--- src/assert_macros.svh ---
// assertion helpers shared by the rtl files
// no dependencies; pulled in by files that carry concurrent checks
`ifndef ASSERT_MACROS_SVH
`define ASSERT_MACROS_SVH

// check a property on every rising edge, quiet while reset is asserted
`define ASSERT_CLK(label, clk, rst_n, prop, msg) \
  label: assert property (@(posedge clk) disable iff (!rst_n) prop) else $error(msg);

// check a property on every rising edge, reset included
`define ASSERT_ALWAYS(label, clk, prop, msg) \
  label: assert property (@(posedge clk) prop) else $error(msg);

`endif

--- src/alle_pkg.sv ---
// shared types and codes for the array linked list engine
// no dependencies; used by array_linked_list_engine
`timescale 1ns / 1ps

package alle_pkg;

  // default sizes
  localparam int SLOTS_DEF      = 64;
  localparam int VALUE_BITS_DEF = 32;

  // fixed field widths of the word ports
  localparam int KIND_W   = 2;
  localparam int SLOT_W   = 6;
  localparam int DATA_W   = 32;
  localparam int STATUS_W = 2;

  // operation codes
  localparam logic [KIND_W-1:0] KIND_INSERT = 2'd0;
  localparam logic [KIND_W-1:0] KIND_DELETE = 2'd1;
  localparam logic [KIND_W-1:0] KIND_READ   = 2'd2;

  // status codes
  localparam logic [STATUS_W-1:0] ST_OK       = 2'd0;
  localparam logic [STATUS_W-1:0] ST_NOT_LIVE = 2'd1;
  localparam logic [STATUS_W-1:0] ST_FULL     = 2'd2;
  localparam logic [STATUS_W-1:0] ST_SENTINEL = 2'd3;

  // sequencer states
  typedef enum logic [2:0] {
    S_INIT,
    S_IDLE,
    S_EXEC,
    S_COMMIT,
    S_RESP
  } state_t;

endpackage

--- src/array_linked_list_engine.sv ---
// Doubly linked list kept in slot memories, with a free chain and a sentinel slot.
// Input word: kind (insert after / delete / read), slot, value. Output word: status,
// result slot, its value and links, head, tail and live count after the step.
// Both channels are valid/ready; a word moves when valid and ready are high at an edge.
// Per item, the accept edge reads the link and value memories, the decide state
// decides and writes the first links, the commit state writes the remaining links and
// loads the output register if free. A single write port per link memory sets the split.
// in_ready is high whenever the sequencer is idle, also while a result still waits in
// the output register. If out_ready stays low, a finished result is held internally
// and the sequencer waits until the output register is free; no word is dropped.
// After reset a clearing pass over every slot initialises the link memories (free chain
// i to i+1, all previous links zero, no slot live); in_ready stays low during it.
// The value memory is not cleared; only live slots ever expose their value.
// Refused items (not live, list full, sentinel delete) change nothing.
// Depends on alle_pkg and assert_macros.svh.
`timescale 1ns / 1ps

module array_linked_list_engine #(
  parameter int SLOTS      = alle_pkg::SLOTS_DEF,
  parameter int VALUE_BITS = alle_pkg::VALUE_BITS_DEF
) (
  input  logic                                clk,
  input  logic                                rst_n,
  input  logic                                in_valid,
  output logic                                in_ready,
  input  logic [alle_pkg::KIND_W-1:0]         in_kind,
  input  logic [alle_pkg::SLOT_W-1:0]         in_slot,
  input  logic signed [alle_pkg::DATA_W-1:0]  in_value,
  output logic                                out_valid,
  input  logic                                out_ready,
  output logic [alle_pkg::STATUS_W-1:0]       out_status,
  output logic [alle_pkg::SLOT_W-1:0]         out_result_slot,
  output logic signed [alle_pkg::DATA_W-1:0]  out_slot_value,
  output logic [alle_pkg::SLOT_W-1:0]         out_next_slot,
  output logic [alle_pkg::SLOT_W-1:0]         out_prev_slot,
  output logic [alle_pkg::SLOT_W-1:0]         out_head_slot,
  output logic [alle_pkg::SLOT_W-1:0]         out_tail_slot,
  output logic [alle_pkg::SLOT_W-1:0]         out_live_count
);

`include "assert_macros.svh"

  localparam int IW = $clog2(SLOTS);
  localparam int CW = (IW + 1 > alle_pkg::SLOT_W) ? IW + 1 : alle_pkg::SLOT_W;
  localparam int VB = VALUE_BITS;

  // memories: next word carries the live mark in its top bit
  logic [IW:0]          next_mem [SLOTS];
  logic [IW-1:0]        prev_mem [SLOTS];
  logic signed [VB-1:0] val_mem  [SLOTS];

  alle_pkg::state_t state_r, state_nxt;

  // item held while it is worked on
  logic [alle_pkg::KIND_W-1:0]        item_kind_r;
  logic [alle_pkg::SLOT_W-1:0]        item_slot_r;
  logic signed [alle_pkg::DATA_W-1:0] item_value_r;

  // list registers; the sentinel's links live here rather than in memory
  logic [IW-1:0] head_r, head_nxt;
  logic [IW-1:0] tail_r, tail_nxt;
  logic [IW-1:0] free_r, free_nxt;
  logic [IW-1:0] count_r, count_nxt;
  logic [IW-1:0] init_idx_r;

  // registered memory reads
  logic [IW:0]          rd_next_a_r;
  logic [IW-1:0]        rd_next_b_r;
  logic [IW-1:0]        rd_prev_a_r;
  logic signed [VB-1:0] rd_val_r;

  // second round of link writes, prepared in the decide cycle
  logic          w2_next_en_r, w2_next_en_nxt;
  logic [IW-1:0] w2_next_addr_r, w2_next_addr_nxt;
  logic [IW:0]   w2_next_data_r, w2_next_data_nxt;
  logic          w2_prev_en_r, w2_prev_en_nxt;
  logic [IW-1:0] w2_prev_addr_r, w2_prev_addr_nxt;
  logic [IW-1:0] w2_prev_data_r, w2_prev_data_nxt;

  // result held until the output register is free
  logic [alle_pkg::STATUS_W-1:0]      res_status_r, res_status_nxt;
  logic [alle_pkg::SLOT_W-1:0]        res_slot_r, res_slot_nxt;
  logic signed [alle_pkg::DATA_W-1:0] res_value_r, res_value_nxt;
  logic [alle_pkg::SLOT_W-1:0]        res_next_r, res_next_nxt;
  logic [alle_pkg::SLOT_W-1:0]        res_prev_r, res_prev_nxt;

  // output register
  logic                               out_valid_r;
  logic [alle_pkg::STATUS_W-1:0]      out_status_r;
  logic [alle_pkg::SLOT_W-1:0]        out_slot_r;
  logic signed [alle_pkg::DATA_W-1:0] out_value_r;
  logic [alle_pkg::SLOT_W-1:0]        out_next_r;
  logic [alle_pkg::SLOT_W-1:0]        out_prev_r;
  logic [alle_pkg::SLOT_W-1:0]        out_head_r;
  logic [alle_pkg::SLOT_W-1:0]        out_tail_r;
  logic [alle_pkg::SLOT_W-1:0]        out_count_r;

  // memory write ports
  logic          next_we;
  logic [IW-1:0] next_waddr;
  logic [IW:0]   next_wdata;
  logic          prev_we;
  logic [IW-1:0] prev_waddr;
  logic [IW-1:0] prev_wdata;
  logic          val_we;

  // decoded item
  logic                 accept;
  logic                 out_free;
  logic                 out_load;
  logic [IW-1:0]        slot_i;
  logic                 slot_zero;
  logic                 slot_live;
  logic [IW-1:0]        succ;
  logic signed [VB-1:0] val_in_s;
  logic                 init_last;
  logic [IW:0]          init_word;

  assign accept    = in_valid && in_ready;
  assign in_ready  = (state_r == alle_pkg::S_IDLE);
  assign out_free  = !out_valid_r || out_ready;
  assign out_load  = ((state_r == alle_pkg::S_COMMIT) || (state_r == alle_pkg::S_RESP))
                     && out_free;

  assign slot_i    = IW'(item_slot_r);
  assign slot_zero = (item_slot_r == '0);
  assign slot_live = slot_zero ||
                     ((CW'(item_slot_r) < CW'(SLOTS)) && rd_next_a_r[IW]);
  assign succ      = slot_zero ? head_r : rd_next_a_r[IW-1:0];
  assign val_in_s  = VB'(item_value_r);

  // clearing pass contents
  assign init_last = (init_idx_r == IW'(SLOTS - 1));
  assign init_word = {1'b0, ((init_idx_r != '0) && !init_last) ? init_idx_r + 1'b1 : '0};

  // next state
  always_comb begin
    state_nxt = state_r;
    unique case (state_r)
      alle_pkg::S_INIT:   if (init_last) state_nxt = alle_pkg::S_IDLE;
      alle_pkg::S_IDLE:   if (accept) state_nxt = alle_pkg::S_EXEC;
      alle_pkg::S_EXEC:   state_nxt = alle_pkg::S_COMMIT;
      alle_pkg::S_COMMIT: state_nxt = out_free ? alle_pkg::S_IDLE : alle_pkg::S_RESP;
      alle_pkg::S_RESP:   if (out_free) state_nxt = alle_pkg::S_IDLE;
      default:            state_nxt = alle_pkg::S_INIT;
    endcase
  end

  // decide cycle: status, list registers, result and the second write round
  always_comb begin
    head_nxt         = head_r;
    tail_nxt         = tail_r;
    free_nxt         = free_r;
    count_nxt        = count_r;
    w2_next_en_nxt   = 1'b0;
    w2_next_addr_nxt = w2_next_addr_r;
    w2_next_data_nxt = w2_next_data_r;
    w2_prev_en_nxt   = 1'b0;
    w2_prev_addr_nxt = w2_prev_addr_r;
    w2_prev_data_nxt = w2_prev_data_r;
    res_status_nxt   = res_status_r;
    res_slot_nxt     = res_slot_r;
    res_value_nxt    = res_value_r;
    res_next_nxt     = res_next_r;
    res_prev_nxt     = res_prev_r;
    next_we          = 1'b0;
    next_waddr       = init_idx_r;
    next_wdata       = init_word;
    prev_we          = 1'b0;
    prev_waddr       = init_idx_r;
    prev_wdata       = '0;
    val_we           = 1'b0;

    unique case (state_r)
      alle_pkg::S_INIT: begin
        next_we = 1'b1;
        prev_we = 1'b1;
      end
      alle_pkg::S_EXEC: begin
        res_status_nxt = alle_pkg::ST_OK;
        res_slot_nxt   = item_slot_r;
        res_value_nxt  = '0;
        res_next_nxt   = '0;
        res_prev_nxt   = '0;
        unique case (item_kind_r)
          // insert after the target slot, taking the free chain's head
          alle_pkg::KIND_INSERT: begin
            if (!slot_live) begin
              res_status_nxt = alle_pkg::ST_NOT_LIVE;
            end else if (free_r == '0) begin
              res_status_nxt = alle_pkg::ST_FULL;
            end else begin
              next_we    = 1'b1;
              next_waddr = free_r;
              next_wdata = {1'b1, succ};
              prev_we    = 1'b1;
              prev_waddr = free_r;
              prev_wdata = slot_i;
              val_we     = 1'b1;
              free_nxt   = rd_next_b_r;
              count_nxt  = count_r + 1'b1;
              if (slot_zero) begin
                head_nxt = free_r;
              end else begin
                w2_next_en_nxt   = 1'b1;
                w2_next_addr_nxt = slot_i;
                w2_next_data_nxt = {1'b1, free_r};
              end
              if (succ == '0) begin
                tail_nxt = free_r;
              end else begin
                w2_prev_en_nxt   = 1'b1;
                w2_prev_addr_nxt = succ;
                w2_prev_data_nxt = free_r;
              end
              res_slot_nxt  = alle_pkg::SLOT_W'(free_r);
              res_value_nxt = alle_pkg::DATA_W'(val_in_s);
              res_next_nxt  = alle_pkg::SLOT_W'(succ);
              res_prev_nxt  = item_slot_r;
            end
          end
          // unlink the target and push it on the free chain
          alle_pkg::KIND_DELETE: begin
            if (slot_zero) begin
              res_status_nxt = alle_pkg::ST_SENTINEL;
            end else if (!slot_live) begin
              res_status_nxt = alle_pkg::ST_NOT_LIVE;
            end else begin
              if (rd_prev_a_r == '0) begin
                head_nxt = rd_next_a_r[IW-1:0];
              end else begin
                next_we    = 1'b1;
                next_waddr = rd_prev_a_r;
                next_wdata = {1'b1, rd_next_a_r[IW-1:0]};
              end
              if (rd_next_a_r[IW-1:0] == '0) begin
                tail_nxt = rd_prev_a_r;
              end else begin
                prev_we    = 1'b1;
                prev_waddr = rd_next_a_r[IW-1:0];
                prev_wdata = rd_prev_a_r;
              end
              w2_next_en_nxt   = 1'b1;
              w2_next_addr_nxt = slot_i;
              w2_next_data_nxt = {1'b0, free_r};
              w2_prev_en_nxt   = 1'b1;
              w2_prev_addr_nxt = slot_i;
              w2_prev_data_nxt = '0;
              free_nxt         = slot_i;
              count_nxt        = count_r - 1'b1;
              res_value_nxt    = alle_pkg::DATA_W'(rd_val_r);
              res_next_nxt     = alle_pkg::SLOT_W'(rd_next_a_r[IW-1:0]);
              res_prev_nxt     = alle_pkg::SLOT_W'(rd_prev_a_r);
            end
          end
          // read, the unused kind included
          default: begin
            if (!slot_live) begin
              res_status_nxt = alle_pkg::ST_NOT_LIVE;
            end else if (slot_zero) begin
              res_next_nxt = alle_pkg::SLOT_W'(head_r);
              res_prev_nxt = alle_pkg::SLOT_W'(tail_r);
            end else begin
              res_value_nxt = alle_pkg::DATA_W'(rd_val_r);
              res_next_nxt  = alle_pkg::SLOT_W'(rd_next_a_r[IW-1:0]);
              res_prev_nxt  = alle_pkg::SLOT_W'(rd_prev_a_r);
            end
          end
        endcase
      end
      alle_pkg::S_COMMIT: begin
        next_we    = w2_next_en_r;
        next_waddr = w2_next_addr_r;
        next_wdata = w2_next_data_r;
        prev_we    = w2_prev_en_r;
        prev_waddr = w2_prev_addr_r;
        prev_wdata = w2_prev_data_r;
      end
      default: begin
      end
    endcase
  end

  // link and value memories
  always_ff @(posedge clk) begin
    if (next_we) next_mem[next_waddr] <= next_wdata;
    if (prev_we) prev_mem[prev_waddr] <= prev_wdata;
    if (val_we)  val_mem[free_r]      <= val_in_s;
    rd_next_a_r <= next_mem[IW'(in_slot)];
    rd_next_b_r <= next_mem[free_r][IW-1:0];
    rd_prev_a_r <= prev_mem[IW'(in_slot)];
    rd_val_r    <= val_mem[IW'(in_slot)];
  end

  // control registers
  always_ff @(posedge clk) begin
    if (!rst_n) begin
      state_r      <= alle_pkg::S_INIT;
      init_idx_r   <= '0;
      head_r       <= '0;
      tail_r       <= '0;
      free_r       <= IW'(1);
      count_r      <= '0;
      w2_next_en_r <= 1'b0;
      w2_prev_en_r <= 1'b0;
      out_valid_r  <= 1'b0;
    end else begin
      state_r      <= state_nxt;
      if (state_r == alle_pkg::S_INIT) init_idx_r <= init_idx_r + 1'b1;
      head_r       <= head_nxt;
      tail_r       <= tail_nxt;
      free_r       <= free_nxt;
      count_r      <= count_nxt;
      if (state_r == alle_pkg::S_EXEC) begin
        w2_next_en_r <= w2_next_en_nxt;
        w2_prev_en_r <= w2_prev_en_nxt;
      end
      if (out_load) begin
        out_valid_r <= 1'b1;
      end else if (out_ready) begin
        out_valid_r <= 1'b0;
      end
    end
  end

  // payload registers
  always_ff @(posedge clk) begin
    if (accept) begin
      item_kind_r  <= in_kind;
      item_slot_r  <= in_slot;
      item_value_r <= in_value;
    end
    w2_next_addr_r <= w2_next_addr_nxt;
    w2_next_data_r <= w2_next_data_nxt;
    w2_prev_addr_r <= w2_prev_addr_nxt;
    w2_prev_data_r <= w2_prev_data_nxt;
    res_status_r   <= res_status_nxt;
    res_slot_r     <= res_slot_nxt;
    res_value_r    <= res_value_nxt;
    res_next_r     <= res_next_nxt;
    res_prev_r     <= res_prev_nxt;
    if (out_load) begin
      out_status_r <= res_status_r;
      out_slot_r   <= res_slot_r;
      out_value_r  <= res_value_r;
      out_next_r   <= res_next_r;
      out_prev_r   <= res_prev_r;
      out_head_r   <= alle_pkg::SLOT_W'(head_r);
      out_tail_r   <= alle_pkg::SLOT_W'(tail_r);
      out_count_r  <= alle_pkg::SLOT_W'(count_r);
    end
  end

  // result word
  assign out_valid       = out_valid_r;
  assign out_status      = out_status_r;
  assign out_result_slot = out_slot_r;
  assign out_slot_value  = out_value_r;
  assign out_next_slot   = out_next_r;
  assign out_prev_slot   = out_prev_r;
  assign out_head_slot   = out_head_r;
  assign out_tail_slot   = out_tail_r;
  assign out_live_count  = out_count_r;

  // checks
  `ASSERT_CLK(a_accept_to_exec, clk, rst_n,
    accept |=> (state_r == alle_pkg::S_EXEC), "accepted word did not start decoding")
  `ASSERT_CLK(a_full_count, clk, rst_n,
    (free_r == '0) |-> (count_r == IW'(SLOTS - 1)), "free chain empty but list not full")
  `ASSERT_CLK(a_empty_ends, clk, rst_n,
    ((head_r == '0) == (count_r == '0)) && ((tail_r == '0) == (count_r == '0)),
    "head or tail disagrees with live count")
  `ASSERT_CLK(a_out_source, clk, rst_n,
    $rose(out_valid_r) |->
      ($past(state_r) == alle_pkg::S_COMMIT) || ($past(state_r) == alle_pkg::S_RESP),
    "result word raised outside the hand-off states")

endmodule
--- config.mk ---
export PLATFORM = sky130hd
export DESIGN_NAME = array_linked_list_engine
export DESIGN_NICKNAME = d
export VERILOG_FILES = /design/src/alle_pkg.sv /design/src/array_linked_list_engine.sv
export VERILOG_INCLUDE_DIRS = /design/src /design/src/src
export SDC_FILE = /design/constraint.sdc
export NUM_CORES = 2
export LEC_CHECK = 0
export BUFFER_PORTS_ARGS = -buffer_cell sky130_fd_sc_hd__buf_2
export CELL_PAD_IN_SITES_DETAIL_PLACEMENT = 1
export CELL_PAD_IN_SITES_GLOBAL_PLACEMENT = 1
export CORE_MARGIN = 8
export CORE_UTILIZATION = 50
export DETAILED_ROUTE_END_ITERATION = 16
export GPL_TIMING_DRIVEN = 0
export PLACE_DENSITY_LB_ADDON = 0.1
export REMOVE_ABC_BUFFERS = 1
export SLEW_MARGIN = 5
export SYNTH_ARGS = -nofsm -noshare
export SYNTH_HDL_FRONTEND = slang
export SYNTH_SLANG_ARGS = --single-unit
export TNS_END_PERCENT = 5
--- constraint.sdc ---
create_clock -name clk -period 8.4 [get_ports clk]
set_input_delay 0.84 -clock clk [delete_from_list [all_inputs] [get_ports clk]]
set_output_delay 0.84 -clock clk [all_outputs]
set_load 0.01 [all_outputs]
After elaboration in Yosys (flattened, before gate mapping)

Memory sizes are Yosys's and may differ from the RTL's. A register that Yosys moved wholly into a read port is not among the register bits.
Cells that the tools add are included.

Register bits: 223
Bits in latches: 0
Bits in writable memories: 2880
ROM bits: 0
Bits of input ports: 44
Output and inout bits: 72
Logic and storage cells: 213
Memories: 3

Memory list:

| name     | depth | width | rd ports | clocked after memory_dff | write ports | line                           | RTL |
|---|---|---|---|---|---|---|---|
| val_mem  | 64    | 32    | 1        | 1                        | 1           | array_linked_list_engine.sv:50 | `logic signed [VB-1:0] val_mem [SLOTS];` |
| next_mem | 64    | 7     | 2        | 2                        | 1           | array_linked_list_engine.sv:48 | `logic [IW:0] next_mem [SLOTS];` |
| prev_mem | 64    | 6     | 1        | 1                        | 1           | array_linked_list_engine.sv:49 | `logic [IW-1:0] prev_mem [SLOTS];` |

$add $sub $neg: 3
Multipliers: 0
Divide/modulo/power cells: 0
Order comparisons: 0
Equality and inequality tests: 19
Shifts and indexed selects: 0
Muxes and demuxes: 135
Bitwise gates (word level): 0
Reductions and logical operators: 24

Operators by type and width:

| kind                | number |
|---|---|
| $mux 6              | 58 |
| $mux 32             | 6 |
| $pmux 6 s2          | 15 |
| $mux 7              | 10 |
| $pmux 32 s2         | 1 |
| $pmux 7 s2          | 3 |
| $logic_not 6->1     | 5 |
| $mux 1              | 27 |
| $ne 2x2->1 const B  | 12 |
| $reduce_and 8->1    | 2 |
| $pmux 3 s5          | 1 |
| $reduce_and 7->1    | 2 |
| $add 6x1->6 const B | 2 |
| $mux 3              | 4 |
| $pmux 1 s2          | 4 |
| $eq 3x2->1 const B  | 2 |
| $eq 6x6->1 const B  | 1 |
| $mux 2              | 3 |
| $pmux 1 s3          | 2 |
| $reduce_and 6->1    | 1 |
| $reduce_bool 6->1   | 1 |
| $sub 6x1->6 const B | 1 |
| $pmux 2 s2          | 1 |
| $reduce_bool 2->1   | 2 |
| 10 further kinds    | 15 |

Depth between registers and ports, before layout

Depth in word-level cells: 9
Gate-level depth with buffers: 12
Mapped depth without buffers: 10

Worst setup path after synthesis

OpenSTA, ideal clock, no wires.

Path kind: reg-to-reg
Start point: register item_slot_r[4] (netlist bit)
End point: memory next_mem[0][5] (netlist bit) (data pin)
Library setup time: 1009 ps
Arrival: 5955 ps
Data required time: 7391 ps
Path slack: 1436 ps
Stages on the path, launching flop included: 7
Buffers on the path: 1
Clock period less this slack: 6964 ps
Cells stage by stage: edfxtp_1 or4_1 buf_2 o21ai_2 a2111o_1 o22ai_1 o311ai_0

Cells in the longest elaborated chain, start to end: 6
Elaborated cells on any way between the ends: 9
Classes of those cells: mux (7); reduce/logical (2)

Ends and longest elaborated chain:

| item                                       | line                                                             | RTL |
|---|---|---|
| start, declared                            | array_linked_list_engine.sv:56                                   | `logic [alle_pkg::SLOT_W-1:0] item_slot_r;` |
| start signal, assigned                     | array_linked_list_engine.sv:330                                  | `item_slot_r <= in_slot;` |
| $logic_not 6->1 (*)                        | array_linked_list_engine.sv:126                                  | `assign slot_zero = (item_slot_r == '0);` |
| $mux 6 or $logic_or 1x1->1 (tied branches) | array_linked_list_engine.sv:129, array_linked_list_engine.sv:127 |  |
| $mux 7, on equally long branches           | array_linked_list_engine.sv:190, array_linked_list_engine.sv:226 |  |
| $mux 7, on equally long branches           | array_linked_list_engine.sv:188, array_linked_list_engine.sv:224 |  |
| $pmux 7 s2 (*)                             | array_linked_list_engine.sv:185                                  | `unique case (item_kind_r)` |
| $pmux 7 s2 (*)                             | array_linked_list_engine.sv:174                                  | `unique case (state_r)` |
| via next_wdata[5]                          | array_linked_list_engine.sv:101                                  | `logic [IW:0] next_wdata;` |
| end, declared                              | array_linked_list_engine.sv:48                                   |  |

The timed path passes the listed nets; every way through them passes the cells marked *.

Final worst setup path

Start point: register state_r[1]
End point: memory val_mem[7][18] (netlist bit), enable pin

Cells in the longest elaborated chain, start to end: 4

Ends and longest elaborated chain:

| item                         | line                            | RTL |
|---|---|---|
| start, declared              | array_linked_list_engine.sv:52  | `alle_pkg::state_t state_r, state_nxt;` |
| start signal, assigned       | array_linked_list_engine.sv:298 | `state_r <= alle_pkg::S_INIT;` |
| start signal, assigned       | array_linked_list_engine.sv:308 | `state_r <= state_nxt;` |
| $eq 3x2->1                   | array_linked_list_engine.sv:174 |  |
| $mux 1                       | array_linked_list_engine.sv:174 |  |
| $mux 1                       | array_linked_list_engine.sv:288 | `if (val_we) val_mem[free_r] <= val_in_s;` |
| $mux 1 (not written as such) | array_linked_list_engine.sv:288 |  |
| end, declared                | array_linked_list_engine.sv:50  |  |

No other way between the ends.

==> flow_metrics.py <==
metrics = {
    "die": {
        "die_width_um": 513,
        "rows": 182,
        "chipHeight_um": 513,
        "die-area_um2": 263000,
        "core_area_um2": 246000,
        "ios": 116,
        "start_util_pct": 50.2,
    },
    "timing": {
        "period_share_pct": 80.9,
        "slew_violations": 0,
        "fin_hold_ws_ps": 72.5,
        "fmax_mhz": 147,
        "fin_skew_ps": 44.5,
        "rsz0062_at_grt": "false",
        "fin_crit_ps": 6800,
        "max_slew_margin_pct": 5.94,
        "timing.final.hold_violations": 0,
        "tightest_slew_ps": 1400,
        "finalSetupTns_ps": 0,
        "setup_viol": 0,
    },
    "worst_setup_path": {
        "crit_top_cell": "nand2_1",
        "critical-path-slowest-cell": "nor2_4",
        "arrival_ps": 7410,
        "path_cells": "nor3b_2, nand2_1, a2111o_1, nor2_1, nand2_1, nor2_4, buf_12",
        "end_kind": "flip-flop",
        "slowest_delay_ps": 1030,
        "crit_type": "reg2reg",
        "required_ps": 9010,
        "worstPathMaxFanout": 19,
        "start_kind": "flip-flop",
    },
    "routing": {
        "totalWireLength_um": 332000,
        "dr_wl_met2_um": 161000,
        "initialDrtViolationCount": 7564,
        "vias": 60900,
        "drcViolationCount": 0,
        "vias_per_cell": 6.49,
        "highest_layer": "met5",
        "wl_met3_um": 24400,
        "drtAntennaViolNets": 0,
        "wl_per_cell_um": 35.3,
        "dr.pass1.iters": 6,
        "wl_met1_um": 139000,
    },
    "yosys": {
        "ys.flop_type": "edfxtp_1",
        "yosysTopAreaCellShare_pct": 74.5,
        "async_flop_share_pct": 0,
        "syn_area_um2": 124000,
        "syn_inst": 5515,
        "synth-seq-area-share_pct": 75.9,
        "syn_area_per_cell_um2": 22.4,
        "synth_warnings": 0,
        "synth_edf_count": 3067,
        "ys_ff_latch": 3154,
        "ys_types": 83,
        "synth.area.top_cells": "edfxtp_1 (75%), mux4_2 (17%), dfxtp_1 (1.4%), nor2_1 (0.68%), clkbuf_1 (0.61%)",
        "post-synth-top-area-cell": "edfxtp_1",
    },
    "cells_and_area": {
        "num-fill-cells": 20100,
        "final_cell_mix": "edfxtp_1 (3067), mux4_2 (958), clkbuf_16 (342), nor2_1 (156), buf_2 (109)",
        "fin_area_um2": 143000,
        "drive_gt1_share_pct": 31.5,
        "final_common_cell": "edfxtp_1",
        "fin_nets": 5945,
        "area_growth_pct": 16.1,
    },
    "place": {
        "place.gp.congestion": 0.855,
        "place_area_um2": 133000,
        "place_hpwl_um": 208000,
        "io_buffers": 115,
    },
    "global_routing": {
        "antenna_found_initial": 17,
        "grt_first_pass_wirelength_um": 471000,
        "grt_use_total_pct": 24.8,
        "grt_overflow_total": 0,
        "grt_max_degree": 92,
        "grt_pass1_vias": 63300,
    },
    "cts": {
        "clock_tree.htree_level_count": 5,
        "clkTransAtPathRegs_ps": 60,
        "clockRootBuffer": "clkbuf_16",
        "numCtsBuffers": 337,
        "cts_resized": 0,
        "cts_setup_buffers": 0,
        "cts_hold_buf": 5,
        "cts_tree": "yes",
        "cts_buffer_depth": 4,
        "insertion_delay_ps": 950,
        "clock_sink_count": 3154,
    },
    "power": {
        "p_int_mw": 28.0,
        "p_comb_share_pct": 9.6,
        "switchingPower_mw": 8.55,
        "switching_share_pct": 23.4,
        "powerDensity_nw_per_um2": 255,
        "p_leak_nw": 44.3,
        "ir_drop_uv": 148,
        "seq_power_share_pct": 50.4,
        "pwr-share-clk_pct": 40.0,
    },
    "worst_hold_path": {
        "min-delay-path-class": "in2reg",
    },
    "outcome": {
        "status": "finished clean",
    },
    "flow_run": {
        "cap_violations": 0,
    },
}
[sequential cells by signal, indices dropped and copies added (netlist names), 7 cells and up]
signal / count
out_slot_value: 32
rd_val_r: 32
w2_next_data_r: 7
item_value_r: 32
val_mem: 2048
prev_mem: 384
rd_next_a_r: 7
next_mem: 448
res_value_r: 32
[final cells by class]
cell class / instances / area (um^2) / area share, %
Antenna cell: 8 / 20.0 / 0.0140
Clock buffer: 436 / 9020 / 6.29
Clock inverter: 166 / 1720 / 1.20
Inverter: 18 / 67.6 / 0.0471
Multi-Input combinational cell: 2045 / 29200 / 20.4
Sequential cell: 3154 / 93900 / 65.4
Tap cell: 3220 / 4030 / 2.81
Timing Repair Buffer: 338 / 5520 / 3.85
[synthesized netlist by cell type, types with 43 or more instances]
cell type,instances
a221oi_1,50
o21ai_0,43
nor2_1,225
dfxtp_1,87
a22oi_1,66
buf_2,50
clkbuf_1,200
mux4_2,958
a21oi_1,87
nand2_1,98
a22o_1,51
buf_1,78
edfxtp_1,3067
[metal layers]
layer / GRT usage (%) / vias up
li1: - / 24400
met1: 36.1 / 33400
met2: 40.3 / 2591
met3: 3.97 / 453
met4: 5.52 / 4
met5: 0 / -
[power by group through the flow]
stage | clock [mW] | sequential (mW) | combinational, mW
after floorplan | 0 | 18.9 | 1.42
after global placement | 0 | 19.2 | 3.38
after detailed placement | 0 | 18.8 | 3.47
after CTS | 14.9 | 18.4 | 3.48
after global routing | 15.4 | 18.5 | 3.67
final | 14.6 | 18.4 | 3.50
[worst paths after layout]
| kind | from | endpoint | slack [ps] | cells past startpoint |
|---|---|---|---|---|
| setup / recovery | state_r[1] | val_mem[7][18] | 1600 | 7 |
| hold / removal | in_value[16] | item_value_r[16] | 70 | 1 |
| setup reg to reg | state_r[1] | val_mem[7][18] | 1600 | 7 |
| hold reg to reg | res_slot_r[4] | out_result_slot[4] | 420 | 0 |
[stage by stage]
| stage | util [%] | power [mW] | cells | worst slack (ps) |
|---|---|---|---|---|
| 6_report | 58.3 | 36.6 | 9385 | 1600 |
| 3_5_place_dp | 53.9 | 22.2 | 8769 | 1670 |
| 2_1_floorplan | - | 20.3 | 5217 | -4070 |
| 3_3_place_gp | 51.6 | 22.6 | 8552 | -18100 |
| 5_1_grt | 58.3 | 37.5 | 9378 | 1590 |
| 4_1_cts | 58.3 | 36.8 | 9376 | 1610 |
[critical path: cells and delay by family (launching register included)]
family	cells	cell delay [ps]
flops	1	780
buf+inv	1	280
compound gates	1	800
simple gates	5	4560
[cells by family after synthesis]
kind of cell             synth area share (%)
buffers and inverters                    1.11
adder cells (fa/ha/maj)                0.0770
AND/OR/NAND/NOR                          2.00
other                                 0.00303
XOR/XNOR                               0.0992
multiplexers                             18.1
AO/OA/AOI/OAI                            2.65
flip-flops                               75.9
(Power assumes the default switching activity.)
